## src/rtl/gcs_pkg.sv

```systemverilog
// ----------------------------------------------------------------------------
// gcs_pkg: shared types and constants of the gear calibration sequencer
// event and result payloads, phase and command codes, register indexes
// ----------------------------------------------------------------------------
`default_nettype none

package gcs_pkg;

	localparam int DAY_W      = 16;
	localparam int GEAR_W     = 4;
	localparam int CMD_W      = 2;
	localparam int PHASE_W    = 2;
	localparam int MIN_W      = 8;
	localparam int TRY_W      = 4;
	localparam int CFG_IDX_W  = 2;
	localparam int CFG_DATA_W = 8;

	// event kinds
	localparam logic [CMD_W-1:0] CMD_REQUEST = 2'd0;
	localparam logic [CMD_W-1:0] CMD_GEAR    = 2'd1;
	localparam logic [CMD_W-1:0] CMD_RESTORE = 2'd2;
	localparam logic [CMD_W-1:0] CMD_TIMEOUT = 2'd3;

	// sequencer phases
	localparam logic [PHASE_W-1:0] PH_IDLE      = 2'd0;
	localparam logic [PHASE_W-1:0] PH_REQUESTED = 2'd1;
	localparam logic [PHASE_W-1:0] PH_SENT      = 2'd2;
	localparam logic [PHASE_W-1:0] PH_RUNNING   = 2'd3;

	// register indexes
	localparam logic [CFG_IDX_W-1:0] REG_MIN_INTERVAL = 2'd0;
	localparam logic [CFG_IDX_W-1:0] REG_MAX_TRIES    = 2'd1;

	localparam logic [MIN_W-1:0]  MIN_INTERVAL_RST = 8'd30;
	localparam logic [TRY_W-1:0]  MAX_TRIES_RST    = 4'd4;
	localparam logic [TRY_W-1:0]  TRY_SAT          = '1;
	localparam logic [GEAR_W-1:0] GEAR_RUNNING     = 4'd0;
	localparam logic [GEAR_W-1:0] GEAR_DONE        = 4'd1;

	typedef struct packed {
		logic [CMD_W-1:0]  command;
		logic [GEAR_W-1:0] gear;
		logic [DAY_W-1:0]  day;
		logic              day_is_number;
	} item_t;

	typedef struct packed {
		logic               send_calibrate;
		logic               publish_day_valid;
		logic [DAY_W-1:0]   completed_day;
		logic               block_calibration;
		logic               request_accepted;
		logic [PHASE_W-1:0] phase;
	} result_t;

	typedef struct packed {
		logic [MIN_W-1:0] min_interval_days;
		logic [TRY_W-1:0] max_tries;
	} cfg_t;

endpackage

`default_nettype wire

```

## src/rtl/gcs_core.sv

```systemverilog
// ----------------------------------------------------------------------------
// gcs_core: sequencer state and per-event next-state logic
// holds phase, last completed day and attempt count; builds one result
// ----------------------------------------------------------------------------
`default_nettype none

module gcs_core (
	input  wire logic           clk,
	input  wire logic           arst_n,
	input  wire logic           fire,
	input  wire gcs_pkg::item_t item,
	input  wire gcs_pkg::cfg_t  cfg,
	output gcs_pkg::result_t    result
);

	logic [gcs_pkg::PHASE_W-1:0] phase_q, phase_d;
	logic [gcs_pkg::DAY_W-1:0]   last_day_q, last_day_d;
	logic [gcs_pkg::TRY_W-1:0]   try_q, try_d;
	logic                        send, publish, block, accepted;
	logic [gcs_pkg::DAY_W:0]     age;
	logic                        age_ok;

	// signed age: borrow out means the day lies before the stored one
	assign age    = {1'b0, item.day} - {1'b0, last_day_q};
	assign age_ok = !age[gcs_pkg::DAY_W] &&
		(age[gcs_pkg::DAY_W-1:0] >= gcs_pkg::DAY_W'(cfg.min_interval_days));

	always_comb begin
		phase_d    = phase_q;
		last_day_d = last_day_q;
		try_d      = try_q;
		send       = 1'b0;
		publish    = 1'b0;
		block      = 1'b0;
		accepted   = 1'b0;
		case (item.command)
			gcs_pkg::CMD_REQUEST: begin
				if (phase_q == gcs_pkg::PH_IDLE && age_ok) begin
					phase_d  = gcs_pkg::PH_REQUESTED;
					accepted = 1'b1;
					if (try_q != gcs_pkg::TRY_SAT)
						try_d = try_q + 1'b1;
				end
			end
			gcs_pkg::CMD_GEAR: begin
				case (phase_q)
					gcs_pkg::PH_REQUESTED: begin
						send    = 1'b1;
						phase_d = gcs_pkg::PH_SENT;
					end
					gcs_pkg::PH_SENT: begin
						if (item.gear == gcs_pkg::GEAR_RUNNING)
							phase_d = gcs_pkg::PH_RUNNING;
					end
					gcs_pkg::PH_RUNNING: begin
						if (item.gear == gcs_pkg::GEAR_DONE) begin
							last_day_d = item.day;
							try_d      = '0;
							publish    = 1'b1;
							phase_d    = gcs_pkg::PH_IDLE;
						end
					end
					default: ;
				endcase
			end
			gcs_pkg::CMD_RESTORE: begin
				if (item.day_is_number)
					last_day_d = item.day;
			end
			gcs_pkg::CMD_TIMEOUT: begin
				if (phase_q != gcs_pkg::PH_IDLE) begin
					if (try_q < cfg.max_tries)
						phase_d = gcs_pkg::PH_IDLE;
					else
						block = 1'b1;
				end
			end
			default: ;
		endcase
	end

	always_comb begin
		result.send_calibrate    = send;
		result.publish_day_valid = publish;
		result.completed_day     = last_day_d;
		result.block_calibration = block;
		result.request_accepted  = accepted;
		result.phase             = phase_d;
	end

	always_ff @(posedge clk or negedge arst_n) begin
		if (!arst_n) begin
			phase_q    <= gcs_pkg::PH_IDLE;
			last_day_q <= '0;
			try_q      <= '0;
		end else if (fire) begin
			phase_q    <= phase_d;
			last_day_q <= last_day_d;
			try_q      <= try_d;
		end
	end

endmodule

`default_nettype wire

```

## src/rtl/gear_calibration_sequencer.sv

```systemverilog
// ----------------------------------------------------------------------------
// gear_calibration_sequencer: hub gear calibration scheduler
// four-phase sequencer driven by request, gear, restore and timeout events
// ----------------------------------------------------------------------------
// Each event request produces exactly one result request. The block takes one
// event per clock cycle while the result side keeps taking: an event is
// captured in the input register, its effect on the sequencer state is
// computed in one short combinational step and lands in the result register
// together with the state update. The result is offered once the event has
// passed the input register and then the result register. While a result
// waits, the input register still takes one more event, and then the event
// side stalls until the result side takes. With the result side always
// taking, the rate is one event per cycle. Configuration writes take effect
// at the next edge and are meant for moments when nothing is in flight.
// There is no clearing pass after reset.
`default_nettype none

module gear_calibration_sequencer (
	input  wire logic                           clk,
	input  wire logic                           arst_n,
	// event channel
	input  wire logic                           item_valid,
	output logic                                item_ready,
	input  wire gcs_pkg::item_t                 item,
	// result channel
	output logic                                result_valid,
	input  wire logic                           result_ready,
	output gcs_pkg::result_t                    result,
	// configuration write port
	input  wire logic                           cfg_we,
	input  wire logic [gcs_pkg::CFG_IDX_W-1:0]  cfg_index,
	input  wire logic [gcs_pkg::CFG_DATA_W-1:0] cfg_wdata
);

	gcs_pkg::item_t   item_s1;
	logic             valid_s1;
	gcs_pkg::result_t result_s2;
	logic             valid_s2;
	gcs_pkg::result_t next_result;
	gcs_pkg::cfg_t    cfg_q;
	logic             advance;
	logic             fire;

	// result register is empty or drains this cycle
	assign advance    = !valid_s2 || result_ready;
	// the held event moves into the result register, updating state
	assign fire       = valid_s1 && advance;
	assign item_ready = !valid_s1 || advance;

	// configuration registers; indexes past the list are dropped
	always_ff @(posedge clk or negedge arst_n) begin
		if (!arst_n) begin
			cfg_q.min_interval_days <= gcs_pkg::MIN_INTERVAL_RST;
			cfg_q.max_tries         <= gcs_pkg::MAX_TRIES_RST;
		end else if (cfg_we) begin
			case (cfg_index)
				gcs_pkg::REG_MIN_INTERVAL:
					cfg_q.min_interval_days <= cfg_wdata[gcs_pkg::MIN_W-1:0];
				gcs_pkg::REG_MAX_TRIES:
					cfg_q.max_tries <= cfg_wdata[gcs_pkg::TRY_W-1:0];
				default: ;
			endcase
		end
	end

	// input register
	always_ff @(posedge clk or negedge arst_n) begin
		if (!arst_n)
			valid_s1 <= 1'b0;
		else if (item_ready)
			valid_s1 <= item_valid;
	end

	always_ff @(posedge clk) begin
		if (item_valid && item_ready)
			item_s1 <= item;
	end

	// state and next-state step
	gcs_core u_core (
		.clk    (clk),
		.arst_n (arst_n),
		.fire   (fire),
		.item   (item_s1),
		.cfg    (cfg_q),
		.result (next_result)
	);

	// result register
	always_ff @(posedge clk or negedge arst_n) begin
		if (!arst_n)
			valid_s2 <= 1'b0;
		else if (advance)
			valid_s2 <= valid_s1;
	end

	always_ff @(posedge clk) begin
		if (fire)
			result_s2 <= next_result;
	end

	assign result_valid = valid_s2;
	assign result       = result_s2;

	// at most one of the pulses fires per event
	a_one_pulse: assert property (@(posedge clk) disable iff (!arst_n)
		result_valid |-> $onehot0({result.send_calibrate, result.publish_day_valid,
			result.block_calibration, result.request_accepted}))
		else $error("more than one pulse in a result");

	// a calibrate command always leaves the sequencer in the sent phase
	a_send_phase: assert property (@(posedge clk) disable iff (!arst_n)
		(result_valid && result.send_calibrate) |-> (result.phase == gcs_pkg::PH_SENT))
		else $error("calibrate command without sent phase");

	// completion returns to idle and an accepted request leaves it
	a_publish_idle: assert property (@(posedge clk) disable iff (!arst_n)
		(result_valid && result.publish_day_valid) |-> (result.phase == gcs_pkg::PH_IDLE))
		else $error("publish without return to idle");

	a_accept_phase: assert property (@(posedge clk) disable iff (!arst_n)
		(result_valid && result.request_accepted) |->
			(result.phase == gcs_pkg::PH_REQUESTED))
		else $error("accepted request not in requested phase");

	// blocking never happens from idle and keeps the sequencer busy
	a_block_busy: assert property (@(posedge clk) disable iff (!arst_n)
		(result_valid && result.block_calibration) |-> (result.phase != gcs_pkg::PH_IDLE))
		else $error("block pulse while idle");

endmodule

`default_nettype wire
```

## config.mk

```make
export PLATFORM = sky130hd
export DESIGN_NAME = gear_calibration_sequencer
export DESIGN_NICKNAME = d
export VERILOG_FILES = /design/src/rtl/gcs_pkg.sv /design/src/rtl/gcs_core.sv /design/src/rtl/gear_calibration_sequencer.sv
export SDC_FILE = /design/constraint.sdc
export NUM_CORES = 1
export LEC_CHECK = 0
export BUFFER_PORTS_ARGS = -buffer_cell sky130_fd_sc_hd__buf_4
export CORE_UTILIZATION = 30
export CTS_CLUSTER_SIZE = 20
export DETAILED_ROUTE_END_ITERATION = 8
export RECOVER_POWER = 100
export SYNTH_ARGS = -nofsm -noshare
export SYNTH_HDL_FRONTEND = slang
export SYNTH_SLANG_ARGS = --single-unit
```

## constraint.sdc

```tcl
create_clock -name clk -period 9.4 [get_ports clk]
set_clock_uncertainty 0.05 [all_clocks]
set_input_delay 1.88 -clock clk [delete_from_list [all_inputs] [get_ports clk]]
set_output_delay 1.88 -clock clk [all_outputs]
set_load 0.03 [all_outputs]
```

==> Word-level counts from Yosys, hierarchy flattened <==
Index checks and enable logic that the tools add are counted.
{ "totals": {"mem_bits_rw": 0, "romBits": 0, "out_inout_bits": 24, "regBits": 81, "n_memories": 0, "elab_cells": 74, "latchBits": 0} }
{ "op_classes": {"n_eq_ne": 13, "reduce_logical": 20, "muxes": 20, "order_cmp": 2, "bitwise_logic": 0, "n_addsub": 2, "div": 0, "n_shift": 0, "mul": 0} }
{ "ops": {"columns": ["operator", "n"], "rows": [
  ["16-bit 2-to-1 mux", 3],
  ["16-bit case mux with 2 select lines", 1],
  ["16-bit by 16-bit subtractor with 17-bit output", 1],
  ["16-bit by 8-bit greater-or-equal comparator with 1-bit output", 1],
  ["4-bit 2-to-1 mux", 4],
  ["2-bit case mux with 3 select lines", 2],
  ["2-bit 2-to-1 mux", 5],
  ["2-bit equality test (second input constant)", 4],
  ["2-bit by 1-bit != test with 1-bit output (second input constant)", 4],
  ["4-bit case mux with 2 select lines", 1],
  ["2-bit AND reduction", 4],
  ["2-bit by 1-bit equality test with 1-bit output (second input constant)", 3],
  ["2-bit zero test", 3],
  ["6-bit AND reduction", 1],
  ["4-bit by 1-bit adder with 4-bit output (second input constant)", 1],
  ["4-bit by 1-bit equality test with 1-bit output (second input constant)", 1],
  ["1-bit logical AND", 4],
  ["4-bit zero test", 1],
  ["4-bit < comparator", 1],
  ["1-bit 2-to-1 mux", 4],
  ["4-bit != test (second input constant)", 1],
  ["2-bit nonzero test", 2],
  ["1-bit zero test", 3],
  ["1-bit logical OR", 2]
]} }

==> Longest topological paths before layout <==
Gate-level depths: netlist of the first run.
{ "logic_depth": {"word_depth": 6, "depth_mapped": 16} }

==> Cells and area by module <==
From an unflattened synthesis of the first run, not the netlist that was laid out.
{ "hier_totals": {"cells_unflattened": 379, "area_unflattened_um2": 4326.6} }
{ "modules_own_cells": {"columns": ["module", "cells_per_inst", "area_per_inst_um2", "seq_area_each_um2", "n_inst"], "rows": [
  ["gcs_core", 300, 2418.6, 550.5, 1],
  ["gear_calibration_sequencer", 79, 1908.1, 1707.9, 1]
]} }

==> Least setup slack after synthesis of the first run <==
Ideal clock, no wire load.
{ "synth_timing": {"path_kind": "in2out", "startpoint": "input port result_ready", "endpoint": "output port item_ready", "cell_stages": 1, "path_buffers": 0, "required_time_ps": 7470, "arrival_ps": 2226, "path_slack_ps": 5244, "cell_sequence": "nand3b_1"} }
{ "synth_via": {"elab_chain_cells": 2} }
{ "synth_lines": {"columns": ["item", "line", "rtl"], "rows": [
  ["start, declared", "gear_calibration_sequencer.sv:27", "input wire logic result_ready,"],
  ["1-bit logical OR", "gear_calibration_sequencer.sv:45", "assign advance = !valid_s2 || result_ready;"],
  ["1-bit logical OR", "gear_calibration_sequencer.sv:48", "assign item_ready = !valid_s1 || advance;"],
  ["end, declared", "gear_calibration_sequencer.sv:23", "output logic item_ready,"]
]} }
No other way between the ends.

==> Worst setup path in the final report of the first run <==
{ "layout_timing": {"startpoint": "input port result_ready", "endpoint": "register u_core.try_q[0] in the netlist's numbering"} }
{ "layout_via": {"elab_chain_cells": 3} }
{ "layout_lines": {"columns": ["item", "line", "rtl"], "rows": [
  ["1-bit logical OR", "gear_calibration_sequencer.sv:45", null],
  ["1-bit logical AND", "gear_calibration_sequencer.sv:47", "assign fire = valid_s1 && advance;"],
  ["6-bit AND reduction (no source line)", null, null],
  ["end signal, assigned", "gcs_core.sv:99", "try_q <= try_d;"],
  ["end, declared", "gcs_core.sv:18", "logic [gcs_pkg::TRY_W-1:0] try_q, try_d;"]
]} }
No other way between the ends.
A chain may end at the register's enable or synchronous reset.

==> metrics.md, run 1 <==
| Metric | Value |
|---|---|
| Crit-path max FO | 50 |
| Post-Synth Adder-Cell Area | 0.100 |
| Fin. Hold Viols | 0 |
| Critical Path Start Type | input pin |
| Core area | 13900 sq um |
| Reg2reg end | result[0]$_DFFE_PP_ |
| ANT cells | 0 |
| Cts repair resizes | 0 |
| Gr ovfl total | 0 |
| Startpoint of the worst hold path | valid_s1$_DFFE_PN0N_ |
| Mux share of post-synthesis cell area | 0.0180 |
| Synth Cell Area | 4310 sq um |
| Total net switching power | 360 uW |
| Final nets | 526 |
| XOR/XNOR share of the synthesized area | 0.0162 |
| Reg clk slew, reported paths | 0.06 ns |
| DP HPWL | 6740 um |
| Worst vdd ir | 0.0000799 V |
| Worst EP arrival | 4.62 ns |
| Initial Util | 0.310 |
| Synth Area in Compound Gates | 0.183 |
| Clock latency at the later pin of the worst-skew pair | 0.34 ns |
| First-pass DRT Iterations | 5 |
| Crit path setup slack, layout | 4.95 ns |
| Fmax | 225 MHz |
| CP Class | input pin to register |
| Synth warnings | 0 |
| Leading cell type in the layout, fill and taps excluded | edfxtp_1 |
| Cells after synthesis | 389 |
| Clock sink total | 81 |
| Number of synthesized flops with an enable pin | 45 |
| Hold Buf Count CTS | 0 |
| Flops & latches, synth | 81 |
| Via count | 3158 |
| Worst Setup End Kind | register |
| Die area | 14900 sq um |
| Worst Hold End | result_valid$_DFFE_PN0P_ |
| GP Congestion | 0.797 |
| Tot GR Track Use | 0.137 |
| Slack of the worst reg-to-reg path | 4.98 ns |
| Clk pwr share | 0.309 |
| Largest family of logic cells by synthesized area | compound AO/OA/AOI/OAI gates |
| Post-synthesis sequential area ratio | 0.524 |
| Simple logic cell fraction of the synthesized area | 0.115 |
| Sw Share | 0.313 |
| Vias per cell | 4.94 |
| Most used DFF post-synth | edfxtp_1 |
| Max_cap viols | 3 |
| Worst path required time | 9.57 ns |
| Total CTS buffers | 9 |
| Syn_nets | 461 |
| Initial antenna violation count | 0 |
| DRC | 0 |
| DR WL/cell | 14.7 um |
| Ports | 62 |
| Slew headroom | -0.444 |
| CTS tree | built |
| Combinational power share | 0.290 |
| Die height | 122 um |
| Drt initial violations | 157 |
| Internal | 788 uW |
| Vias in the first global route | 3080 |
| Final Cycle Share | 0.474 |
| Synth Area per Inst | 11.1 sq um |
| Final Max Slew Viols | 112 |
| GRT met2 Usage | 0.216 |
| Busiest layer in global routing | met2 |
| Clk buf depth | 2 |
| Start of the worst register-to-register path | item_s1[3]$_DFFE_PP_ |
| Hold path depth | 1 |
| Min Tclk post-route | 4.45 ns |
| Cell depth of the worst flop-to-flop path | 14 |
| Overall routed net length | 9390 um |
| Leak | 2.12 nW |
| Ys async rst share | 0.444 |
| Final antenna-violating net count | 0 |
| GRT met3 Usage | 0.0435 |
| Layout fillers | 1388 |
| Commonest non-fill, non-tap cells in the layout | edfxtp_1 (45), nand2_1 (41), inv_1 (37) |
| Sequential Power Share | 0.402 |
| Fin Setup TNS | 0 ns |
| P&R area growth vs syn | 19.4% |
| Actual slew at the worst max-slew pin | 2.17 ns |
| First-pass GRT wire length | 15200 um |
| HP Class | register to register |
| Place WS | 5.12 ns |
| Outcome | finished, violations left |
| Largest net degree at the start of global routing | 51 |
| Root Buffer | clkbuf_16 |
| Final setup fails | 0 |
| Port Buffers | 61 |
| CTS HTree Levels | 3 |
| Power Density | 223 nW/um^2 |
| Die width | 122 um |
| Post-CTS Setup Inserts | 0 |
| Ratio of cells with drive above 1 in the final layout | 0.146 |
| Global Route met1 Usage | 0.172 |
| Failing checks | max-capacitance violations, max-slew violations |
| Unrepaired setup endpoints after global routing | no |
| Synth unique cells | 61 |
| Cell row count | 43 |
-- sequential cells by signal, summed over array words and instances, names as in the netlist --
register,cells
cfg_q,12
item_s1,23
result,22
result_valid,1
u_core.last_day_q,16
u_core.phase_q,2
u_core.try_q,4
valid_s1,1
-- routing by layer --
layer | routed length, um | share of wire
met1 | 4360 | 0.46
met2 | 4420 | 0.47
met3 | 409 | 0.044
met4 | 195 | 0.021
met5 | 0 | 0
-- final cells by class --
class	count	area, sq um	share of cell area
Tap cell	180	225	0.0438
Clock inverter	3	38.8	0.00754
Multi-Input combinational cell	260	1850	0.359
Timing Repair Buffer	64	375	0.0729
Clock buffer	13	260	0.0506
Sequential cell	81	2260	0.439
Inverter	38	143	0.0277
-- worst max-delay path by stage --
stage,from,end,depth (start not counted)
2_1_floorplan,result_ready,item_ready,1
4_1_cts,result_ready,item_ready,3
6_report,result_ready,u_core.try_q[0]$_DFFE_PN0P_,7
3_3_place_gp,result_ready,item_ready,3
5_1_grt,result_ready,u_core.try_q[0]$_DFFE_PN0P_,7
3_5_place_dp,result_ready,item_ready,3
-- synthesized netlist by cell type, types with 3 or more instances --
cell,n,area (sq um)
nand2_1,41,154
and3_1,3,18.8
a31oi_1,4,25.0
a22o_1,16,140
nor2_1,16,60.1
ha_1,33,413
mux2_2,6,67.6
o21a_1,5,37.5
edfxtp_1,45,1350
nand2b_1,11,68.8
a21o_1,9,67.6
dfstp_2,5,131
nand3_1,4,20.0
o21ai_0,32,160
nor3_1,4,20.0
o211ai_1,5,37.5
xnor2_1,7,61.3
inv_1,37,139
a21oi_1,17,85.1
and4_1,3,26.3
clkbuf_1,7,26.3
dfrtp_1,31,776
-- power groups by stage --
| stage | clock network (mW) | registers (mW) | logic (mW) |
|---|---|---|---|
| floorplan | 0 | 0.483 | 0.235 |
| global route | 0.377 | 0.467 | 0.375 |
| global placement | 0 | 0.467 | 0.343 |
| CTS | 0.365 | 0.461 | 0.353 |
| finish | 0.354 | 0.461 | 0.333 |
| detailed placement | 0 | 0.468 | 0.351 |
-- worst max-delay path, cell delays in order --
cell	delay, ns
clkbuf_4	0.10
nand2b_1	0.11
nand2_1	0.19
clkinv_1	0.21
clkbuf_1	1.57
a32o_1	0.44
a31oi_1	0.11
-- through the flow --
stage / power [mW] / instance area, sq um / cells / hold slack (ns) / util
after floorplan: 0.718 / 4310 / 389 / 0.407 / -
final: 1.15 / 5150 / 639 / 0.450 / 0.369
after global placement: 0.810 / 4980 / 623 / 0.426 / 0.357
after global routing: 1.22 / 5150 / 639 / 0.463 / 0.369
after CTS: 1.18 / 5280 / 639 / 0.449 / 0.379
after detailed placement: 0.819 / 4980 / 623 / 0.434 / 0.357
-- logic make-up after synthesis --
logic type | count (synthesis)
xor gates and xnor gates | 8
DFF | 81
muxes | 7
AOI/OAI and AO/OA | 112
adders and majority gates | 34
buffers and inverters | 48
and+or+nand+nor | 99
Power figures use the tool's default switching activity.
==> inputs of run 2 (changes only) <==
==> constraint.sdc (replaced) <==
create_clock -name clk -period 4.5 [get_ports clk]
set_clock_uncertainty 0.05 [all_clocks]
set_input_delay 0.9 -clock clk [delete_from_list [all_inputs] [get_ports clk]]
set_output_delay 0.9 -clock clk [all_outputs]
set_load 0.03 [all_outputs]
==> run 2 against run 1 <==
Against the previous run:
- the flow still finishes with violations (max-capacitance violations, max-slew violations)
- first-iteration DRC count grew 11%
- via count decreased by 0.57%
- non-clock buffer count increased by 1
- flip-flop and latch count unchanged
- wire length grew 3.2%
- critical endpoint is now result[0]$_DFFE_PP_
- design area hardly changed
- highest routed layer unchanged
==> metrics.md, run 2 (synthesized netlist as in run 1, its figures left out) <==
| Metric | Value |
|---|---|
| Final setup fails | 0 |
| Multi-input gate area | 1850 sq um |
| Die width | 122 um |
| Core area | 13900 sq um |
| Fin. Hold Viols | 0 |
| Worst Hold Margin | 0.445 ns |
| Total CTS buffers | 9 |
| Slack of the worst reg-to-reg path | 0.52 ns |
| Slew headroom | -0.441 |
| Register area | 2260 sq um |
| First-pass DRT Iterations | 4 |
| Final design utilization | 0.369 |
| Max_cap viols | 3 |
| Clock sink total | 81 |
| Largest Register | item_s1 |
| Layout fillers | 1382 |
| Failing checks | max-capacitance violations, max-slew violations |
| Root Buffer | clkbuf_16 |
| Final Cycle Share | 0.884 |
| Leak | 2.12 nW |
| Largest net degree at the start of global routing | 37 |
| Placed cell count | 624 |
| Initial Util | 0.310 |
| Overall routed net length | 9680 um |
| Critical Path Start Type | register |
| Final antenna-violating net count | 0 |
| CP Class | register to register |
| Die area | 14900 sq um |
| Cell depth of the worst flop-to-flop path | 13 |
| Actual slew at the worst max-slew pin | 2.16 ns |
| Hold Buf Count CTS | 0 |
| Gr ovfl total | 0 |
| Via count | 3140 |
| First-pass GRT wire length | 15800 um |
| DRC | 0 |
| Fin Setup TNS | 0 ns |
| HP Class | register to register |
| Non-Filler Instances | 640 |
| Port Buffers | 61 |
| Unrepaired setup endpoints after global routing | no |
| Leading cell type in the layout, fill and taps excluded | edfxtp_1 |
| Crit-path max FO | 7 |
| DP HPWL | 7080 um |
| Post-CTS Setup Inserts | 0 |
| CTS tree | built |
| Worst EP arrival | 4.02 ns |
| Max reg flops | 23 |
| Tot GR Track Use | 0.141 |
| Min Tclk post-route | 3.98 ns |
| Outcome | finished, violations left |
| Cts repair resizes | 0 |
| Vias in the first global route | 3099 |
| Fmax | 251 MHz |
| Ports | 62 |
| Vias per cell | 4.91 |
| Power Density | 464 nW/um^2 |
| Drt initial violations | 174 |
| DR WL/cell | 15.1 um |
| Reg clk slew, reported paths | 0.06 ns |
| GP Congestion | 0.834 |
| Clk buf depth | 2 |
| Ratio of cells with drive above 1 in the final layout | 0.146 |
| Worst Setup End Kind | register |
| Initial antenna violation count | 0 |
| CTS HTree Levels | 3 |
| Cell row count | 43 |
| Die height | 122 um |
| Commonest non-fill, non-tap cells in the layout | edfxtp_1 (45), nand2_1 (41), inv_1 (37) |
| Clock latency at the later pin of the worst-skew pair | 0.34 ns |
| Hold path depth | 1 |
| Final nets | 527 |
| ANT cells | 0 |
| Worst path required time | 4.54 ns |
| P&R area growth vs syn | 19.3% |
| Worst vdd ir | 0.000183 V |
| Final Max Slew Viols | 96 |
[run 2: changes by cell type in the layout (fill, tap and decap cells not counted)]
cell / before / now
nand4_4: 1 / 0
clkinv_2: 1 / 2
clkbuf_1: 30 / 31
a2111oi_0: 1 / 0
clkbuf_8: 2 / 1
and2_0: 1 / 0
a2111oi_4: 0 / 1
nand4_1: 2 / 3
and2_1: 1 / 2
[run 2: report_power, final]
part	leakage, nW	switching [mW]	internal (mW)
sequential	0.889	0.0617	0.904
combinational	1.09	0.418	0.288
clock	0.144	0.276	0.441
total	2.12	0.756	1.63
[run 2: path summary, 6_finish.rpt]
path                                      start                               end
max in group asynchronous                arst_n  u_core.last_day_q[3]$_DFFE_PN0P_
setup reg to reg           item_s1[3]$_DFFE_PP_               result[0]$_DFFE_PP_
hold / removal             valid_s1$_DFFE_PN0N_          result_valid$_DFFE_PN0P_
hold reg to reg            valid_s1$_DFFE_PN0N_          result_valid$_DFFE_PN0P_
min in group asynchronous                arst_n     u_core.phase_q[0]$_DFFE_PN0P_
setup / recovery           item_s1[3]$_DFFE_PP_               result[0]$_DFFE_PP_
[run 2: through the flow]
step / setup WS (ns) / power, mW / cell area (sq um)
after global placement: 0.868 / 1.70 / 4980
final: 0.520 / 2.39 / 5150
after floorplan: 1.03 / 1.50 / 4310
after global routing: 0.177 / 2.55 / 5150
after detailed placement: 0.668 / 1.72 / 4980
after CTS: 0.652 / 2.45 / 5270
[run 2: critical path, cell delays in order (launching register included)]
cell       delay (ns)
edfxtp_1         0.40
ha_1             0.38
o211ai_1         0.21
a21oi_1          0.12
o31ai_1          0.51
xnor2_1          0.18
ha_1             0.26
a21oi_1          0.18
o221ai_1         0.15
a311o_1          0.39
a2111oi_4        0.19
nand4_1          0.29
a32oi_1          0.31
o21ai_0          0.10
[run 2: layout make-up]
cell class	count	area share
Inverter	38	0.0277
Sequential cell	81	0.439
Tap cell	180	0.0438
Multi-Input combinational cell	260	0.360
Timing Repair Buffer	65	0.0737
Clock inverter	4	0.00851
Clock buffer	12	0.0479
[run 2: metal layers]
| layer | routed length (um) | GRT usage | share of wire | vias up |
|---|---|---|---|---|
| li1 | - | - | - | 1553 |
| met4 | 83 | 0.0509 | 0.0086 | 0 |
| met5 | 0 | 0 | 0 | - |
| met3 | 413 | 0.0440 | 0.043 | 6 |
| met1 | 4470 | 0.178 | 0.46 | 1502 |
| met2 | 4720 | 0.227 | 0.49 | 79 |
